## src/hw/rtl/kci_ram.sv

```systemverilog
// Generic simple dual-port RAM with registered read.
module kci_ram #(
  parameter int WIDTH = 8,
  parameter int DEPTH = 16
) (
  input  logic                     clk_i,
  input  logic                     we_i,
  input  logic [$clog2(DEPTH)-1:0] waddr_i,
  input  logic [WIDTH-1:0]         wdata_i,
  input  logic [$clog2(DEPTH)-1:0] raddr_i,
  output logic [WIDTH-1:0]         rdata_o
);

  logic [WIDTH-1:0] mem_q [DEPTH];
  logic [WIDTH-1:0] rdata_q;

  always_ff @(posedge clk_i) begin
    if (we_i) begin
      mem_q[waddr_i] <= wdata_i;
    end
    rdata_q <= mem_q[raddr_i];
  end

  assign rdata_o = rdata_q;

endmodule

```

## config.mk

```make
export PLATFORM = sky130hd
export DESIGN_NAME = kci_ram
export DESIGN_NICKNAME = d
export VERILOG_FILES = /design/src/hw/rtl/kci_ram.sv
export SDC_FILE = /design/constraint.sdc
export NUM_CORES = 1
export LEC_CHECK = 0
export ABC_AREA = 1
export BUFFER_PORTS_ARGS = -buffer_cell sky130_fd_sc_hd__buf_2
export CORE_MARGIN = 8
export CORE_UTILIZATION = 61
export DETAILED_ROUTE_END_ITERATION = 7
export PLACE_DENSITY = 0.79
export SLEW_MARGIN = 20
export SYNTH_ARGS = -nofsm -noshare
export SYNTH_HDL_FRONTEND = slang
export SYNTH_SLANG_ARGS = --single-unit
```

## constraint.sdc

```tcl
create_clock -name clk_i -period 1.5 [get_ports clk_i]
set_clock_uncertainty 0.05 [all_clocks]
set_input_delay 0.225 -clock clk_i [delete_from_list [all_inputs] [get_ports clk_i]]
set_output_delay 0.225 -clock clk_i [all_outputs]
set_load 0.03 [all_outputs]
```

==> results.cfg <==
[outcome]
status = completed

[die]
core_sq_um = 9200
die_w_um = 113
floorplan.rows = 35
die_h_um = 113
initial_core_util_pct = 62.7
io_pins = 26
die_area_sq_um = 12800

[sta]
hold_slack_ps = 19.1
finalSetupTns_ps = 0
setup_viol = 0
rsz0062_at_grt = false
timing.final.crit_share_pct = 87.3
slew_viol_final = 0
max-slew-margin-rel_pct = 76.2
hold_viol = 0
max_clock_freq_mhz = 764
min_period_ps = 1310
worst_pin_slew_ps = 356

[detailed_routing]
vias = 3932
viasPerCell = 5.46
drtAntennaViolNets = 0
wirelength_mm = 13.0
wl_per_cell_um = 18.0
drc = 0
drt_iter0_drc = 417
firstDrtPassIters = 5

[logic_synthesis]
synth_area_sq_um = 5770
yosys.area.top_type = edfxtp_1
synth_top_area_share_pct = 66.7
synth_cells = 551
seq_area_frac_synth_pct = 69.4
yosys-top-cells-area = edfxtp_1 67%, nand2_1 11%, nand3_1 8.4%, inv_1 6.5%, dfxtp_1 2.8%
yosys_warnings = 0
syn_nets = 569
yosys.cell_types.count = 12
ys_ff_latch = 136
avgSynthCellArea_sq_um = 10.5

[placement]
placed_area_sq_um = 6110
dp_cells = 688
gp_congestion = 0.859
io_buffer_count = 25
dp_hpwl_mm = 7.90

[critical_path]
worstPathArrival_ps = 1030
required_ps = 1220
crit_buf_inv = 1
reg2reg_slack_ps = 430
critPathSlowestCell = dfxtp_1
critPathKind = flop to primary output
r2r_start = mem_q[1][1]
path_depth = 1
end_kind = primary output
r2r_cells = 6
critical_path.max_stage_delay_ps = 320
reg2reg_to = rdata_o[1]
path_cells = buf_2
critical-path-top-delay-family = flip-flops
cp-start-kind = flop
path_max_fanout = 1

[worst_hold_path]
worstHoldStart = raddr_i[3]
hold_depth = 3
hold_class = input port to flop
min_to = rdata_o[1]

[cts]
cts_buffers = 17
clock_latency_ps = 520
hold_buffers = 0
post_cts_buffers = 0
cts_resized = 0
cts_tree = done
clk_pin_slew_ps = 70
ctsRootBufferMaster = clkbuf_8
h-tree-depth = 4
clock-sinks = 136
cts_buffer_depth = 2

[layout]
nNetsFinal = 614
n_antenna_cell = 0
layout.cells.most_common = nand2_1
drive_above_1_share_pct = 13.3
stdcell_area_sq_um = 6690
finalNonFillerCells = 720
final_cell_mix = 173 x nand2_1, 128 x edfxtp_1, 100 x inv_1
area.growth.synth_to_final_pct = 16.0

[power_and_ir_drop]
p_leak_uw = 0.00293
peakVddDrop_v = 0.00114
p_per_area_nw_per_um2 = 1330
total_power_uw = 8890

[global_routing]
antenna_found_initial = 0
grt.total_usage_pct = 21.2
grt_pass1_vias = 3818
grt-ovfl-total = 0
grt_pass1_wl_mm = 20.4
grt_max_degree = 65

[job]
drv_cap = 0
[state kept, by name (all words and copies together), names as in the netlist]
name and flops:
mem_q 128, rdata_o 8
[Yosys cell counts (all sizes together)]
cell	instances
buf	24
edfxtp	128
nor2	17
nand3	97
nand2	173
dfxtp	8
inv	102
nand3b	2
[cells by family after synthesis]
logic type | after synthesis | share of synthesized area [%]
AND/OR/NAND/NOR | 289 | 21.0
flip-flops | 136 | 69.4
buffers and inverters | 126 | 9.52
[routing by layer]
| metal | up-vias | share of wire [%] | track usage, % |
|---|---|---|---|
| met5 | - | 0 | 0 |
| met4 | 0 | 1.5 | 8.53 |
| met3 | 14 | 8.2 | 5.64 |
| met2 | 200 | 50 | 34.5 |
| met1 | 1859 | 40 | 26.6 |
| li1 | 1859 | - | - |
[power by group]
group	internal, uW	switching [uW]
Combinational	173	421
Sequential	4250	22.9
Clock	2510	1510
[final cells by class]
class                           count  area (sq um)
Clock buffer                       19           422
Clock inverter                     13           155
Fill cell                         589          2500
Inverter                          102           383
Multi-Input combinational cell    289          1210
Sequential cell                   136          4000
Tap cell                          111           139
Timing Repair Buffer               50           375
[worst max path at each step]
stage	startpoint	endpoint	slack, ps
after floorplan	waddr_i[2]	mem_q[10][0]	270
after global placement	raddr_i[0]	rdata_o[4]	130
after detailed placement	raddr_i[0]	rdata_o[2]	60
after CTS	rdata_o[0]	rdata_o[0]	170
after global routing	rdata_o[2]	rdata_o[2]	130
final	rdata_o[0]	rdata_o[0]	190
[through the flow]
stage / setup WS [ps] / utilization, %
after floorplan: 274 / -
after global placement: 132 / 66.5
after detailed placement: 59.6 / 66.5
after CTS: 173 / 72.8
after global routing: 128 / 72.8
final: 191 / 72.8
No activity file was read; power rests on OpenSTA's default activity.
