===== config.mk =====
export PLATFORM = sky130hd
export DESIGN_NAME = kci_div
export DESIGN_NICKNAME = d
export VERILOG_FILES = /design/src/hw/rtl/kci_pkg.sv /design/src/hw/rtl/kci_div.sv
export SDC_FILE = /design/constraint.sdc
export NUM_CORES = 1
export LEC_CHECK = 0
export BUFFER_PORTS_ARGS = -buffer_cell sky130_fd_sc_hd__buf_2
export CAP_MARGIN = 40
export CORE_ASPECT_RATIO = 1.2
export CORE_MARGIN = 2
export CORE_UTILIZATION = 30
export DETAILED_ROUTE_END_ITERATION = 12
export PLACE_DENSITY = 0.58
export SETUP_SLACK_MARGIN = 0.15
export SLEW_MARGIN = 20
export SYNTH_ARGS = -nofsm -noshare
export SYNTH_HDL_FRONTEND = slang
export SYNTH_SLANG_ARGS = --single-unit

===== constraint.sdc =====
create_clock -name clk_i -period 3.6 [get_ports clk_i]
set_clock_uncertainty 0.1 [all_clocks]
set_input_delay 0 -clock clk_i [delete_from_list [all_inputs] [get_ports clk_i]]
set_output_delay 0 -clock clk_i [all_outputs]
set_load 0.02 [all_outputs]

===== src/hw/rtl/kci_pkg.sv =====
// Shared types, constants and codes for the keyframe curve interpolator.
package kci_pkg;

  localparam int MAX_KEYS  = 64;
  localparam int FRAC_BITS = 16;

  localparam int KEY_AW  = $clog2(MAX_KEYS);
  localparam int CNT_W   = KEY_AW + 1;
  localparam int DATA_W  = 32;
  localparam int DIFF_W  = DATA_W + 1;
  localparam int WGT_W   = FRAC_BITS + 1;
  localparam int SQ_W    = 2 * WGT_W;
  localparam int CUBE_W  = FRAC_BITS + 3;
  localparam int SM_W    = WGT_W + CUBE_W;
  localparam int PROD_W  = DIFF_W + WGT_W + 1;

  localparam logic [CUBE_W-1:0] THREE_ONE = CUBE_W'(3) << FRAC_BITS;

  localparam logic [0:0] CMD_ADD    = 1'b0;
  localparam logic [0:0] CMD_SAMPLE = 1'b1;

  localparam logic [1:0] MODE_LINEAR   = 2'd0;
  localparam logic [1:0] MODE_SMOOTH   = 2'd1;
  localparam logic [1:0] MODE_STEP     = 2'd2;
  localparam logic [1:0] MODE_RESERVED = 2'd3;

  localparam logic [2:0] STAT_SAMPLED  = 3'd0;
  localparam logic [2:0] STAT_EMPTY    = 3'd1;
  localparam logic [2:0] STAT_INSERTED = 3'd2;
  localparam logic [2:0] STAT_UPDATED  = 3'd3;
  localparam logic [2:0] STAT_DROPPED  = 3'd4;

  typedef struct packed {
    logic [DATA_W-1:0] time_pt;
    logic [DATA_W-1:0] level;
    logic [1:0]        mode;
  } key_t;

  localparam int KEY_W = $bits(key_t);

  typedef enum logic [3:0] {
    S_IDLE,
    S_A_RD,
    S_A_CMP,
    S_A_PLACE,
    S_SH_RD,
    S_SH_WR,
    S_S_FIRST,
    S_S_LAST,
    S_S_SCAN,
    S_DIV,
    S_SM1,
    S_SM2,
    S_MIX,
    S_SUM,
    S_DONE
  } state_e;

endpackage


===== src/hw/rtl/kci_div.sv =====
// Serial restoring divider that forms the interval weight, one bit a cycle.
module kci_div (
  input  logic                          clk_i,
  input  logic                          rst_ni,
  input  logic                          start_i,
  input  logic [kci_pkg::DIFF_W-1:0]    num_i,
  input  logic [kci_pkg::DIFF_W-1:0]    den_i,
  output logic                          done_o,
  output logic [kci_pkg::WGT_W-1:0]     quo_o
);
  import kci_pkg::*;

  localparam int STEP_W = $clog2(WGT_W);

  logic [DIFF_W:0]    rem_q, rem_d;
  logic [DIFF_W-1:0]  den_q, den_d;
  logic [WGT_W-1:0]   quo_q, quo_d;
  logic [STEP_W-1:0]  step_q, step_d;
  logic               busy_q, busy_d;
  logic               done_q, done_d;
  logic               ge;
  logic [DIFF_W:0]    rem_sub;

  always_comb begin
    ge      = rem_q >= {1'b0, den_q};
    rem_sub = ge ? rem_q - {1'b0, den_q} : rem_q;
    rem_d   = rem_q;
    den_d   = den_q;
    quo_d   = quo_q;
    step_d  = step_q;
    busy_d  = busy_q;
    done_d  = 1'b0;
    if (start_i) begin
      rem_d  = {1'b0, num_i};
      den_d  = den_i;
      quo_d  = '0;
      step_d = STEP_W'(WGT_W - 1);
      busy_d = 1'b1;
    end else if (busy_q) begin
      rem_d = {rem_sub[DIFF_W-1:0], 1'b0};
      quo_d = {quo_q[WGT_W-2:0], ge};
      if (step_q == '0) begin
        busy_d = 1'b0;
        done_d = 1'b1;
      end else begin
        step_d = step_q - 1'b1;
      end
    end
  end

  always_ff @(posedge clk_i or negedge rst_ni) begin
    if (!rst_ni) begin
      busy_q <= 1'b0;
      done_q <= 1'b0;
      step_q <= '0;
    end else begin
      busy_q <= busy_d;
      done_q <= done_d;
      step_q <= step_d;
    end
  end

  always_ff @(posedge clk_i) begin
    rem_q <= rem_d;
    den_q <= den_d;
    quo_q <= quo_d;
  end

  assign done_o = done_q;
  assign quo_o  = quo_q;

endmodule


==> reports/metrics.cfg <==
[run_status]
outcome=finished, final reports clean

[timing]
finalSetupViolCount=0
worst_slack_ns=0.328
timing.final.hold_violations=0
fin_setup_tns_ns=0
layout_min_cycle_time_ns=3.27
tightestPinTransition_ns=0.581
grt_setup_unrepaired=false
drv_slew=0
fin_crit_sh_pct=90.9
fmax_mhz=306
slew_headroom_pct=61.0

[critical_path]
r2r_slack_ns=0.33
reg2reg_to=rem_q[29]
crit_chain=ha_1 > and3_4 > nand2_2 > o221a_4 > o311ai_4 > a31oi_4 > a21oi_2 > buf_4 > nor2_1 > a311oi_1 > a21oi_1
critPathTopFamily=compound AO/OA/AOI/OAI gates
cp.required_ns=3.59
r2r-start=rem_q[19]
cpPeakStageDelay_ns=0.47
crit_slowest_cell=a21oi_2
critPathKind=reg2reg
cp-start-kind=flop
arrival_ns=3.26
critical_path.startpoint=rem_q[19]
critPathBufInv=1
path_depth=11
crit_end=rem_q[29]
crit_path_end_kind=flop
rr_worst_depth=11
path_max_fanout=8

[clocking]
insertion_delay_ns=0.36
clockBufferDepth=2
root_buffer=clkbuf_16
cts_max_level=3
cts_buffers=9
cts_tree=done
clkTransAtPathRegs_ns=0.07
cts_num_sinks=91

[global_route]
grt_usage_pct=14.5
grt_pass1_wl_um=22900
grt-ovfl-total=0
antenna_found_initial=0
grt_max_degree=90
grt_pass1_vias=4713

[logic_synthesis]
synth-edff-count=66
synth.most_common_cell=edfxtp_1
yosysUniqueCellTypes=70
yosysSeqAreaShare_pct=44.6
syn_avg_cell_area_um2=10.1
synth_top_family_by_area=compound AO/OA/AOI/OAI gates
yosys.area_share.adder_pct=8.11
synth-simple-area-share_pct=13.5
synth_common_cells=edfxtp_1, nand2_1, inv_1
synth_area_leaders=edfxtp_1, ha_1, dfxtp_1
synthXorXnorAreaFrac_pct=4.81
ys_async_sr_fraction_pct=7.69
ys_ff_latch=91
syn-num-nets=664
synthesis.area_mm2=0.00565
synthMuxAreaShare_pct=7.95
synth_compound_area_share_pct=15.9
ys_warn_count=0
synth_top_area_share_pct=35.1
netlist_instances=559
synth_top_cell_by_area=edfxtp_1
synthFlopType=edfxtp_1

[final_layout]
syn_to_final_growth_pct=32.5
nets=833
layout-drive-gt1-share_pct=21.4
diodes=0

[place]
io_buffers=86
place_hpwl_um=9610
place_worst_setup_slack_ns=0.140
gp_congestion=0.816

[min_path]
hp-class=in2reg

[floorplan]
row_count=54
dieArea_mm2=0.0199
fp.dieH_um=154
core_area_mm2=0.0183
io_pins=87
die_w_um=129
start_util_pct=30.8

[drt]
wl_um=13900
wl_met3_um=498
drc=0
vias_per_cell=4.64
dr.pass1.iters=4
drt-initial-drc-count=258
vias=4570
wl_per_cell_um=14.2
drt-met1-wl_um=6570
wl_met2_um=6610
top_layer=met4
ant_nets=0

[power]
p_leak_nw=3.33
peakVddDrop_v=0.000262
p_per_area_mw_per_mm2=799

[flow_run]
maxCapViolCount=0

## worst min path at each step
stage             start       end  slack, ns  cells past startpoint
6_report       den_i[3]  den_q[3]       0.25                      2
3_5_place_dp     rst_ni    done_o      -0.25                      1
3_3_place_gp     rst_ni    done_o      -0.26                      1
4_1_cts        den_i[4]  den_q[4]       0.23                      2
2_1_floorplan    rst_ni    busy_q      -0.40                      0
5_1_grt        den_i[0]  den_q[0]       0.25                      2
## cell usage in the layout, fill, tap and decap left out, drive strengths merged, types with 4 or more instances in the layout
cell type	Yosys	routed
clkbuf	7	11
inv	51	54
mux2	12	12
dfrtp	7	7
dfxtp	18	18
o21ai	49	49
nand2	54	54
and3	5	5
xor2	11	11
nor4	4	4
a21o	10	10
a21oi	39	40
a211oi	6	6
mux2i	31	31
nor2b	8	8
dlygate4sd3	0	69
xnor2	20	20
nand3	6	6
nand2b	7	7
edfxtp	66	66
nor3	11	11
nor2	35	35
nor3b	6	6
buf	10	105
ha	35	35
a31oi	8	8
## per-stage QoR
step	instance area (um2)	utilization, %	hold WS [ns]	cells	power [mW]
finish	7480	40.9	0.249	985	5.98
global route	7480	40.9	0.248	985	6.48
CTS	7440	40.6	0.231	981	5.93
detailed placement	6410	35.0	-0.254	894	4.80
global placement	6410	35.0	-0.255	894	4.78
floorplan	5650	-	-0.396	559	4.13
## cell families after synthesis
| family | after synthesis |
|---|---|
| xor+xnor | 31 |
| compound gates | 136 |
| buf+inv | 68 |
| fa+ha+maj | 36 |
| mux | 43 |
| simple gates | 154 |
| flops | 91 |
## sequential cells by signal (all words and copies together) (netlist names)
signal	count
step_q	5
busy_q	1
rem_q	34
done_o	1
quo_o	17
den_q	33
## worst register-to-register path: stages (launching register included)
cell,delay (ns)
edfxtp_1,0.44
ha_1,0.44
and3_4,0.24
nand2_2,0.08
o221a_4,0.27
o311ai_4,0.26
a31oi_4,0.09
a21oi_2,0.47
buf_4,0.25
nor2_1,0.05
a311oi_1,0.27
a21oi_1,0.06
## where the power goes
group	switching [mW]	total, mW	internal (mW)	leakage, nW
registers	0.157	1.62	1.46	0.909
clock network	0.446	1.01	0.559	0.157
logic	1.81	3.35	1.55	2.26
## per-layer routing
layer	up-vias	global-route usage, %
met5	-	0
met3	17	2.56
met2	83	23.7
met4	0	5.28
li1	2358	-
met1	2112	19.1
## what timing repair did
item / in CTS / in global routing
resized for setup: 1 / 4
hold buffers: 69 / 0
cloned: 0 / 1
hold endpoints to repair: 82 / 0
buffers inserted: 2 / 3
endpoints found under the setup margin: 8 / 25
pin swaps: 1 / 6
## layout make-up
class	count	area, um2
fillers	1809	10800
clock inverters	5	38.8
well taps	252	315
repair buffers	174	1280
inverters	51	191
flip-flops and latches	91	2520
multi-input cells	401	2860
clock buffers	11	275
(Power assumes the default switching activity.)
